### src/rtl/min_heap_priority_queue_unit_assert.svh
// Assertion macros used by the top level of the priority queue.
`ifndef MIN_HEAP_PRIORITY_QUEUE_UNIT_ASSERT_SVH
`define MIN_HEAP_PRIORITY_QUEUE_UNIT_ASSERT_SVH

// The consequent must hold in the same cycle as the antecedent.
`define MHPQ_ASSERT_SAME(label, clk, rst_n, ante, cons) \
    label: assert property (@(posedge clk) disable iff (!rst_n) (ante) |-> (cons)) \
        else $error("priority queue assertion failed");

// The consequent must hold in the cycle after the antecedent.
`define MHPQ_ASSERT_NEXT(label, clk, rst_n, ante, cons) \
    label: assert property (@(posedge clk) disable iff (!rst_n) (ante) |=> (cons)) \
        else $error("priority queue assertion failed");

`endif

### src/rtl/mhpq_pkg.sv
// Package with constants, codes and interface structs of the priority queue.
package mhpq_pkg;

    localparam int DEPTH_DEF = 64;
    localparam int KEY_W = 32;
    localparam int STATUS_W = 2;
    localparam int COUNT_OUT_W = 7;

    localparam logic OP_INSERT = 1'b0;
    localparam logic OP_EXTRACT = 1'b1;

    localparam logic [STATUS_W-1:0] ST_OK = 2'd0;
    localparam logic [STATUS_W-1:0] ST_EMPTY = 2'd1;
    localparam logic [STATUS_W-1:0] ST_FULL = 2'd2;

    localparam logic [2:0] RD_ROOT = 3'd0;
    localparam logic [2:0] RD_LAST = 3'd1;
    localparam logic [2:0] RD_PARENT = 3'd2;
    localparam logic [2:0] RD_LEFT = 3'd3;
    localparam logic [2:0] RD_RIGHT = 3'd4;

    localparam logic [1:0] WR_KEY = 2'd0;
    localparam logic [1:0] WR_RD = 2'd1;
    localparam logic [1:0] WR_BV = 2'd2;

    typedef struct packed {
        logic                load_in;
        logic                ins_init;
        logic                ex_init;
        logic                cap_key;
        logic                set_status;
        logic [STATUS_W-1:0] status_code;
        logic                rd_en;
        logic [2:0]          rd_sel;
        logic                wr_en;
        logic [1:0]          wr_sel;
        logic                pick_left;
        logic                pick_right;
        logic                pos_up;
        logic                pos_best;
        logic                out_load;
    } cmd_t;

    typedef struct packed {
        logic op_extract;
        logic count_zero;
        logic count_full;
        logic pos_zero;
        logic l_out;
        logic r_in;
        logic rd_gt_key;
        logic best_is_pos;
    } sts_t;

endpackage

### src/rtl/mhpq_ram.sv
// Generic single-port-write, single-port-read RAM with registered read data.
module mhpq_ram #(
    parameter int WIDTH = 32,
    parameter int DEPTH = 64
) (
    input  logic                     clk,
    input  logic                     wr_en,
    input  logic [$clog2(DEPTH)-1:0] wr_addr,
    input  logic [WIDTH-1:0]         wr_data,
    input  logic                     rd_en,
    input  logic [$clog2(DEPTH)-1:0] rd_addr,
    output logic [WIDTH-1:0]         rd_data
);

    logic [WIDTH-1:0] mem [DEPTH];
    logic [WIDTH-1:0] rd_data_reg;

    always_ff @(posedge clk)
    begin
        if (wr_en)
        begin
            mem[wr_addr] <= wr_data;
        end
        if (rd_en)
        begin
            rd_data_reg <= mem[rd_addr];
        end
    end

    assign rd_data = rd_data_reg;

endmodule

### src/rtl/mhpq_dp.sv
// Datapath of the priority queue: heap memory, sift pointers, compares and result registers.
module mhpq_dp #(
    parameter int DEPTH = mhpq_pkg::DEPTH_DEF
) (
    input  logic                                 clk,
    input  logic                                 rst_n,
    input  mhpq_pkg::cmd_t                       cmd,
    output mhpq_pkg::sts_t                       sts,
    input  logic                                 op,
    input  logic signed [mhpq_pkg::KEY_W-1:0]    key_in,
    output logic signed [mhpq_pkg::KEY_W-1:0]    key_out,
    output logic [mhpq_pkg::STATUS_W-1:0]        status,
    output logic [mhpq_pkg::COUNT_OUT_W-1:0]     count_out
);

    localparam int AW = $clog2(DEPTH);
    localparam int CW = $clog2(DEPTH + 1);
    localparam int XW = AW + 2;

    logic                              op_reg;
    logic signed [mhpq_pkg::KEY_W-1:0] key_reg;
    logic signed [mhpq_pkg::KEY_W-1:0] bv_reg;
    logic signed [mhpq_pkg::KEY_W-1:0] key_res_reg;
    logic [mhpq_pkg::STATUS_W-1:0]     status_res_reg;
    logic signed [mhpq_pkg::KEY_W-1:0] key_out_reg;
    logic [mhpq_pkg::STATUS_W-1:0]     status_out_reg;
    logic [mhpq_pkg::COUNT_OUT_W-1:0]  count_out_reg;
    logic [AW-1:0]                     pos_reg;
    logic [AW-1:0]                     best_reg;
    logic                              best_is_pos_reg;
    logic [CW-1:0]                     count_reg;

    logic [XW-1:0]                     l_x;
    logic [XW-1:0]                     r_x;
    logic [XW-1:0]                     count_x;
    logic [AW-1:0]                     parent;
    logic [AW-1:0]                     last;
    logic [AW-1:0]                     rd_addr;
    logic signed [mhpq_pkg::KEY_W-1:0] wr_data;
    logic signed [mhpq_pkg::KEY_W-1:0] rd_data;
    logic [mhpq_pkg::KEY_W-1:0]        rd_data_raw;

    assign l_x = XW'({pos_reg, 1'b1});
    assign r_x = l_x + XW'(1);
    assign count_x = XW'(count_reg);
    assign parent = (pos_reg - AW'(1)) >> 1;
    assign last = AW'(count_reg - CW'(1));
    assign rd_data = $signed(rd_data_raw);

    always_comb
    begin
        unique case (cmd.rd_sel)
            mhpq_pkg::RD_ROOT:   rd_addr = '0;
            mhpq_pkg::RD_LAST:   rd_addr = last;
            mhpq_pkg::RD_PARENT: rd_addr = parent;
            mhpq_pkg::RD_LEFT:   rd_addr = l_x[AW-1:0];
            mhpq_pkg::RD_RIGHT:  rd_addr = r_x[AW-1:0];
            default:             rd_addr = '0;
        endcase
    end

    always_comb
    begin
        unique case (cmd.wr_sel)
            mhpq_pkg::WR_KEY: wr_data = key_reg;
            mhpq_pkg::WR_RD:  wr_data = rd_data;
            mhpq_pkg::WR_BV:  wr_data = bv_reg;
            default:          wr_data = key_reg;
        endcase
    end

    mhpq_ram #(
        .WIDTH (mhpq_pkg::KEY_W),
        .DEPTH (DEPTH)
    ) u_ram (
        .clk     (clk),
        .wr_en   (cmd.wr_en),
        .wr_addr (pos_reg),
        .wr_data (wr_data),
        .rd_en   (cmd.rd_en),
        .rd_addr (rd_addr),
        .rd_data (rd_data_raw)
    );

    always_ff @(posedge clk or negedge rst_n)
    begin
        if (!rst_n)
        begin
            count_reg <= '0;
        end
        else if (cmd.ins_init)
        begin
            count_reg <= count_reg + CW'(1);
        end
        else if (cmd.ex_init)
        begin
            count_reg <= count_reg - CW'(1);
        end
    end

    always_ff @(posedge clk)
    begin
        if (cmd.load_in)
        begin
            op_reg <= op;
            key_reg <= key_in;
            key_res_reg <= '0;
            status_res_reg <= mhpq_pkg::ST_OK;
        end
        if (cmd.set_status)
        begin
            status_res_reg <= cmd.status_code;
        end
        if (cmd.cap_key)
        begin
            key_res_reg <= rd_data;
        end
        if (cmd.ins_init)
        begin
            pos_reg <= AW'(count_reg);
        end
        if (cmd.ex_init)
        begin
            key_reg <= rd_data;
            pos_reg <= '0;
        end
        if (cmd.pos_up)
        begin
            pos_reg <= parent;
        end
        if (cmd.pos_best)
        begin
            pos_reg <= best_reg;
        end
        if (cmd.pick_left)
        begin
            if (key_reg > rd_data)
            begin
                best_reg <= l_x[AW-1:0];
                bv_reg <= rd_data;
                best_is_pos_reg <= 1'b0;
            end
            else
            begin
                best_reg <= pos_reg;
                bv_reg <= key_reg;
                best_is_pos_reg <= 1'b1;
            end
        end
        if (cmd.pick_right && (bv_reg > rd_data))
        begin
            best_reg <= r_x[AW-1:0];
            bv_reg <= rd_data;
            best_is_pos_reg <= 1'b0;
        end
        if (cmd.out_load)
        begin
            key_out_reg <= key_res_reg;
            status_out_reg <= status_res_reg;
            count_out_reg <= mhpq_pkg::COUNT_OUT_W'(count_reg);
        end
    end

    assign sts.op_extract = (op_reg == mhpq_pkg::OP_EXTRACT);
    assign sts.count_zero = (count_reg == '0);
    assign sts.count_full = (count_reg == CW'(DEPTH));
    assign sts.pos_zero = (pos_reg == '0);
    assign sts.l_out = (l_x >= count_x);
    assign sts.r_in = (r_x < count_x);
    assign sts.rd_gt_key = (rd_data > key_reg);
    assign sts.best_is_pos = best_is_pos_reg;

    assign key_out = key_out_reg;
    assign status = status_out_reg;
    assign count_out = count_out_reg;

endmodule

### src/rtl/mhpq_ctrl.sv
// Controller state machine that sequences inserts, extracts and result transfers.
module mhpq_ctrl (
    input  logic           clk,
    input  logic           rst_n,
    input  logic           in_valid,
    output logic           in_ready,
    output logic           out_valid,
    input  logic           out_ready,
    input  mhpq_pkg::sts_t sts,
    output mhpq_pkg::cmd_t cmd
);

    localparam logic [3:0] S_IDLE = 4'd0;
    localparam logic [3:0] S_START = 4'd1;
    localparam logic [3:0] S_EX_ROOT = 4'd2;
    localparam logic [3:0] S_EX_LAST = 4'd3;
    localparam logic [3:0] S_UP_CHK = 4'd4;
    localparam logic [3:0] S_UP_CMP = 4'd5;
    localparam logic [3:0] S_DN_CHK = 4'd6;
    localparam logic [3:0] S_DN_L = 4'd7;
    localparam logic [3:0] S_DN_R = 4'd8;
    localparam logic [3:0] S_DN_DEC = 4'd9;
    localparam logic [3:0] S_FIN = 4'd10;

    logic [3:0] state_reg;
    logic [3:0] state_next;
    logic       out_valid_reg;
    logic       out_free;

    assign out_free = !out_valid_reg || out_ready;

    always_comb
    begin
        state_next = state_reg;
        cmd = '0;
        unique case (state_reg)
            S_IDLE:
            begin
                if (in_valid)
                begin
                    cmd.load_in = 1'b1;
                    state_next = S_START;
                end
            end
            S_START:
            begin
                if (!sts.op_extract)
                begin
                    if (sts.count_full)
                    begin
                        cmd.set_status = 1'b1;
                        cmd.status_code = mhpq_pkg::ST_FULL;
                        state_next = S_FIN;
                    end
                    else
                    begin
                        cmd.ins_init = 1'b1;
                        state_next = S_UP_CHK;
                    end
                end
                else if (sts.count_zero)
                begin
                    cmd.set_status = 1'b1;
                    cmd.status_code = mhpq_pkg::ST_EMPTY;
                    state_next = S_FIN;
                end
                else
                begin
                    cmd.rd_en = 1'b1;
                    cmd.rd_sel = mhpq_pkg::RD_ROOT;
                    state_next = S_EX_ROOT;
                end
            end
            S_EX_ROOT:
            begin
                cmd.cap_key = 1'b1;
                cmd.rd_en = 1'b1;
                cmd.rd_sel = mhpq_pkg::RD_LAST;
                state_next = S_EX_LAST;
            end
            S_EX_LAST:
            begin
                cmd.ex_init = 1'b1;
                state_next = S_DN_CHK;
            end
            S_UP_CHK:
            begin
                if (sts.pos_zero)
                begin
                    cmd.wr_en = 1'b1;
                    cmd.wr_sel = mhpq_pkg::WR_KEY;
                    state_next = S_FIN;
                end
                else
                begin
                    cmd.rd_en = 1'b1;
                    cmd.rd_sel = mhpq_pkg::RD_PARENT;
                    state_next = S_UP_CMP;
                end
            end
            S_UP_CMP:
            begin
                cmd.wr_en = 1'b1;
                if (sts.rd_gt_key)
                begin
                    cmd.wr_sel = mhpq_pkg::WR_RD;
                    cmd.pos_up = 1'b1;
                    state_next = S_UP_CHK;
                end
                else
                begin
                    cmd.wr_sel = mhpq_pkg::WR_KEY;
                    state_next = S_FIN;
                end
            end
            S_DN_CHK:
            begin
                if (sts.l_out)
                begin
                    cmd.wr_en = 1'b1;
                    cmd.wr_sel = mhpq_pkg::WR_KEY;
                    state_next = S_FIN;
                end
                else
                begin
                    cmd.rd_en = 1'b1;
                    cmd.rd_sel = mhpq_pkg::RD_LEFT;
                    state_next = S_DN_L;
                end
            end
            S_DN_L:
            begin
                cmd.pick_left = 1'b1;
                if (sts.r_in)
                begin
                    cmd.rd_en = 1'b1;
                    cmd.rd_sel = mhpq_pkg::RD_RIGHT;
                    state_next = S_DN_R;
                end
                else
                begin
                    state_next = S_DN_DEC;
                end
            end
            S_DN_R:
            begin
                cmd.pick_right = 1'b1;
                state_next = S_DN_DEC;
            end
            S_DN_DEC:
            begin
                cmd.wr_en = 1'b1;
                if (sts.best_is_pos)
                begin
                    cmd.wr_sel = mhpq_pkg::WR_KEY;
                    state_next = S_FIN;
                end
                else
                begin
                    cmd.wr_sel = mhpq_pkg::WR_BV;
                    cmd.pos_best = 1'b1;
                    state_next = S_DN_CHK;
                end
            end
            S_FIN:
            begin
                if (out_free)
                begin
                    cmd.out_load = 1'b1;
                    state_next = S_IDLE;
                end
            end
            default:
            begin
                state_next = S_IDLE;
            end
        endcase
    end

    always_ff @(posedge clk or negedge rst_n)
    begin
        if (!rst_n)
        begin
            state_reg <= S_IDLE;
            out_valid_reg <= 1'b0;
        end
        else
        begin
            state_reg <= state_next;
            if (cmd.out_load)
            begin
                out_valid_reg <= 1'b1;
            end
            else if (out_ready)
            begin
                out_valid_reg <= 1'b0;
            end
        end
    end

    assign in_ready = (state_reg == S_IDLE);
    assign out_valid = out_valid_reg;

endmodule

### src/rtl/min_heap_priority_queue_unit.sv
// Top level of the binary min-heap priority queue.
//
// Channel   Handshake              Payload
// input     in_valid / in_ready    op, key_in
// output    out_valid / out_ready  key_out, status, count_out
//
// From its input transfer until in_ready returns, an insert moves its key up and an extract moves
// the last element down through the heap, by at most log2(DEPTH) levels, and a refused operation
// goes straight to its result. The single read port of the heap memory and its registered read
// data set how long each level takes.
// Reset clears the element count and the controller. A waiting result does not block the next
// input transfer, but that item holds in its last cycle until the waiting result is transferred.
`include "min_heap_priority_queue_unit_assert.svh"

module min_heap_priority_queue_unit #(
    parameter int DEPTH = mhpq_pkg::DEPTH_DEF
) (
    input  logic                                 clk,
    input  logic                                 rst_n,
    input  logic                                 in_valid,
    output logic                                 in_ready,
    input  logic                                 op,
    input  logic signed [mhpq_pkg::KEY_W-1:0]    key_in,
    output logic                                 out_valid,
    input  logic                                 out_ready,
    output logic signed [mhpq_pkg::KEY_W-1:0]    key_out,
    output logic [mhpq_pkg::STATUS_W-1:0]        status,
    output logic [mhpq_pkg::COUNT_OUT_W-1:0]     count_out
);

    localparam logic [mhpq_pkg::COUNT_OUT_W-1:0] FULL_COUNT = mhpq_pkg::COUNT_OUT_W'(DEPTH);

    mhpq_pkg::cmd_t cmd;
    mhpq_pkg::sts_t sts;
    logic           full_result;
    logic           empty_result;

    mhpq_ctrl u_ctrl (
        .clk       (clk),
        .rst_n     (rst_n),
        .in_valid  (in_valid),
        .in_ready  (in_ready),
        .out_valid (out_valid),
        .out_ready (out_ready),
        .sts       (sts),
        .cmd       (cmd)
    );

    mhpq_dp #(
        .DEPTH (DEPTH)
    ) u_dp (
        .clk       (clk),
        .rst_n     (rst_n),
        .cmd       (cmd),
        .sts       (sts),
        .op        (op),
        .key_in    (key_in),
        .key_out   (key_out),
        .status    (status),
        .count_out (count_out)
    );

    assign full_result = out_valid && (status == mhpq_pkg::ST_FULL);
    assign empty_result = out_valid && (status == mhpq_pkg::ST_EMPTY);

    `MHPQ_ASSERT_NEXT(a_busy_after_transfer, clk, rst_n, in_valid && in_ready, !in_ready)
    `MHPQ_ASSERT_SAME(a_full_count, clk, rst_n, full_result, (count_out == FULL_COUNT) && (key_out == '0))
    `MHPQ_ASSERT_SAME(a_empty_result, clk, rst_n, empty_result, (count_out == '0) && (key_out == '0))

endmodule
### config.mk
export PLATFORM = sky130hd
export DESIGN_NAME = min_heap_priority_queue_unit
export DESIGN_NICKNAME = d
export VERILOG_FILES = /design/src/rtl/mhpq_pkg.sv /design/src/rtl/mhpq_ram.sv /design/src/rtl/mhpq_dp.sv /design/src/rtl/mhpq_ctrl.sv /design/src/rtl/min_heap_priority_queue_unit.sv
export VERILOG_INCLUDE_DIRS = /design/src /design/src/rtl
export SDC_FILE = /design/constraint.sdc
export NUM_CORES = 2
export LEC_CHECK = 0
export BUFFER_PORTS_ARGS = -buffer_cell sky130_fd_sc_hd__buf_2
export CORE_UTILIZATION = 40
export CTS_BUF_LIST = sky130_fd_sc_hd__clkbuf_16
export DETAILED_ROUTE_END_ITERATION = 6
export SYNTH_ARGS = -nofsm -noshare
export SYNTH_HDL_FRONTEND = slang
export SYNTH_HIERARCHICAL = 1
export SYNTH_SLANG_ARGS = --single-unit
### constraint.sdc
create_clock -name clk -period 8.3 [get_ports clk]
set_input_delay 1.66 -clock clk [delete_from_list [all_inputs] [get_ports clk]]
set_output_delay 1.66 -clock clk [all_outputs]
set_load 0.01 [all_outputs]
==> out/qor.csv <==
stage,metric,value,unit
status,outcome,"finished, final reports clean",
clock_tree,TritonCTS clock tree,yes,
worst_setup_path,FF-to-FF End,u_dp/u_ram/rd_data[0],
floorplanning,die width,472,um
synthesis,post-synthesis cell count,4164,
worst_setup_path,R2R depth,20,
flow_run,Max Cap Violations,0,
synthesis,Yosys top cell by area,edfxtp_1,
synthesis,Yosys cell types,79,
clock_tree,maximum clock path buffer count,3,
worst_hold_path,HP Class,register to register,
grt,first-pass GRT wire length,341000,um
worst_setup_path,"most used cell, CP",o21a_1,
synthesis,synthesized area,88500,um2
floorplanning,Die ar.,223000,um2
routing,DR pass1 iterations,6,
worst_hold_path,Hold Path End,u_dp/key_out[3],
routing,ANT nets after route,0,
floorplanning,initial core utilization,40.3,%
grt,total grt overflow,0,
placed_design,DP HPWL,138000,um
timing,Sum Neg Setup Slack,0,ns
synthesis,Synth Net Count,4284,
grt,initial antenna violation count,6,
synthesis,top post-synthesis cells by count,"2,232 x edfxtp_1, 544 x mux4_2, 157 x nor2_1",
synthesis,ys async rst share,0.535,%
worst_setup_path,"Data arrival, critical path",8.38,ns
clock_tree,Post-CTS Hold Fix Bufs,0,
synthesis,top cell type's share of synthesized area,75.7,%
worst_setup_path,Startpoint Class,register,
floorplanning,Die Ht,472,um
clock_tree,post_cts resized,0,
timing,final hold violation count,0,
worst_setup_path,CP required,8.87,ns
clock_tree,Num Clock Sinks,2245,
worst_setup_path,largest stage delay on the critical path,0.81,ns
worst_setup_path,CP Class,register to register,
floorplanning,# rows,172,
grt,largest net degree at the start of global routing,105,
cells_and_area,area grow syn2layout,13.7,%
worst_setup_path,Crit Path Max Fanout,35,
timing,min cycle time layout,7.81,ns
power,Max IR drop VDD,0.000524,V
timing,final setup fails,0,
worst_hold_path,hold_sp,u_dp/key_res_reg[3],
worst_setup_path,CP endpoint kind,register,
placed_design,PortBufs,79,
clock_tree,Clock Pin Slew Worst Setup and Hold Paths,0.06,ns
power,leakage,31.3,nW
timing,"Slew Viols, Final",0,
clock_tree,# Post-CTS Setup Buffers,0,
routing,number of remaining DRC errors,0,
worst_setup_path,cell family with most CP delay,compound AO/OA/AOI/OAI gates,
clock_tree,CTS Buf Count,216,
routing,final WL,242000,um
synthesis,dominant synthesized flop cell,edfxtp_1,
synthesis,top-count cell post-synth,edfxtp_1,
cells_and_area,share of layout cells above drive strength 1,27.2,%
timing,Final period util,94.1,%
floorplanning,number of I/O pins,80,
synthesis,Synth area leaders,"edfxtp_1 76%, mux4_2 14%, mux2i_1 1.5%, ha_1 1.2%, a21oi_1 0.71%",
clock_tree,clk_lat worst skew,0.86,ns
worst_setup_path,RR Startpoint,u_dp/pos_reg[0],
worst_hold_path,worst hold path stage count,0,
synthesis,Yosys reg bits,2245,
worst_setup_path,CP Buf/Inv Count,4,
synthesis,syn_area_per_cell,21.3,um2
power,Power Density,404,nW/um2
timing,Clock Skews,0.0436,ns
synthesis,sequential fraction of the synthesis area,76.1,%
timing,Max-Slew Margin vs Limit,5.18,%
cells_and_area,Nets,4542,
worst_setup_path,Reg2Reg Setup Slack,0.49,ns
clock_tree,Clock Root Buffer,clkbuf_16,
grt,number of global-route vias before repair,44300,
routing,Vias/cell,5.89,
timing,unrepaired setup endpoints after global routing,false,
routing,DRT iter0 DRCs,5371,
worst_setup_path,Critical Path Slowest Stage Cell,edfxtp_1,
cells_and_area,max reg flops,2048,
routing,via count,44600,
power,Pwr Total,40.7,mW
cells_and_area,largest register by flop count,u_dp/u_ram/mem,
grt,GRT Util Overall,21.7,%
clock_tree,CTS H-tree lvls,4,
floorplanning,Core Footprint,220000,um2
routing,post-DR wirelength/cell,32.0,um
timing,worst-margin pin slew,1.42,ns
worst_setup_path,CP cell instances,inv_1 -> ha_1 -> ha_1 -> o21a_1 -> o21a_1 -> o21a_1 -> o21a_1 -> o21a_1 -> a311oi_1 -> and2_1 -> nand3b_1 -> o22ai_4 -> buf_4 -> buf_12 -> buf_12 -> or3b_2 -> o221ai_1 -> a21oi_1 -> a21oi_1 -> nor2_1,
synthesis,Post-synth EDFFs,2232,
placed_design,GPL Wtd Cong,0.813,
synthesis,Synth Warn #,6,
timing,Fmax,128,MHz
area by class of cell:
class | count | area (um2)
Clock inverter | 182 | 1170
Timing Repair Buffer | 267 | 2040
Clock buffer | 217 | 5430
Multi-Input combinational cell | 1601 | 20600
Antenna cell | 2 | 5.00
Sequential cell | 2245 | 67300
Fill cell | 18200 | 119000
Inverter | 91 | 342
Tap cell | 2958 | 3700
metal layers:
| layer | routed length (um) | track usage [%] | vias up | share of wire, % |
|---|---|---|---|---|
| met5 | 24 | 0 | - | 0.0099 |
| met4 | 6060 | 5.66 | 4 | 2.5 |
| met3 | 24400 | 4.90 | 303 | 10 |
| met2 | 114000 | 34.1 | 2187 | 47 |
| met1 | 97400 | 30.6 | 24100 | 40 |
| li1 | - | - | 18000 | - |
cell families (layout without fill, tap and decap cells):
group / count (synthesis) / in the layout / share of synthesized area (%)
adders and majority gates: 83 / 83 / 1.17
buffers and inverters: 318 / 757 / 1.68
muxes: 710 / 710 / 15.8
DFF: 2245 / 2245 / 76.1
other: 0 / 2 / 0
AOI/OAI and AO/OA: 381 / 381 / 2.85
xor gates and xnor gates: 16 / 16 / 0.158
and+or+nand+nor: 411 / 411 / 2.31
how the worst max path moves through the flow:
stage | startpoint | endpoint | depth (start not counted)
2_1_floorplan | u_dp/u_ram/rd_data[14] | u_dp/u_ram/mem[0][0] | 15
3_3_place_gp | u_dp/pos_reg[0] | u_dp/u_ram/rd_data[0] | 20
3_5_place_dp | u_dp/pos_reg[0] | u_dp/u_ram/rd_data[0] | 20
4_1_cts | u_dp/pos_reg[0] | u_dp/u_ram/rd_data[0] | 20
5_1_grt | u_dp/pos_reg[0] | u_dp/u_ram/rd_data[0] | 20
6_report | u_dp/pos_reg[0] | u_dp/u_ram/rd_data[0] | 20
power breakdown:
part | switching [mW] | internal [mW]
combinational | 9.88 | 6.18
sequential | 0.550 | 14.9
clock | 4.22 | 5.02
cells in the final DEF, fill, tap and decap left out, types with 28 or more instances in the layout:
cell type / n
edfxtp_1: 2232
mux4_2: 544
clkbuf_16: 217
buf_4: 169
inv_1: 148
mux2i_1: 132
nor2_1: 95
a21oi_1: 94
o22ai_1: 86
ha_1: 82
buf_2: 79
nand2_1: 62
nor2_4: 62
clkinv_1: 61
and2_1: 38
mux2_2: 33
a221oi_1: 32
a21oi_4: 32
clkinv_2: 29
o221ai_1: 28
metrics by stage:
stage / cells / instance area, um2 / hold WS, ns / setup slack (ns) / util [%]
final: 7563 / 101000 / 0.417 / 0.492 / 45.8
after global routing: 7562 / 101000 / 0.427 / 0.299 / 45.8
after CTS: 7561 / 101000 / 0.419 / 0.552 / 45.8
after detailed placement: 7162 / 94100 / 0.405 / 0.623 / 42.8
after global placement: 7162 / 94100 / 0.401 / 0.674 / 42.8
after floorplan: 4164 / 88500 / 0.400 / 1.85 / -
(Power assumes the default switching activity.)
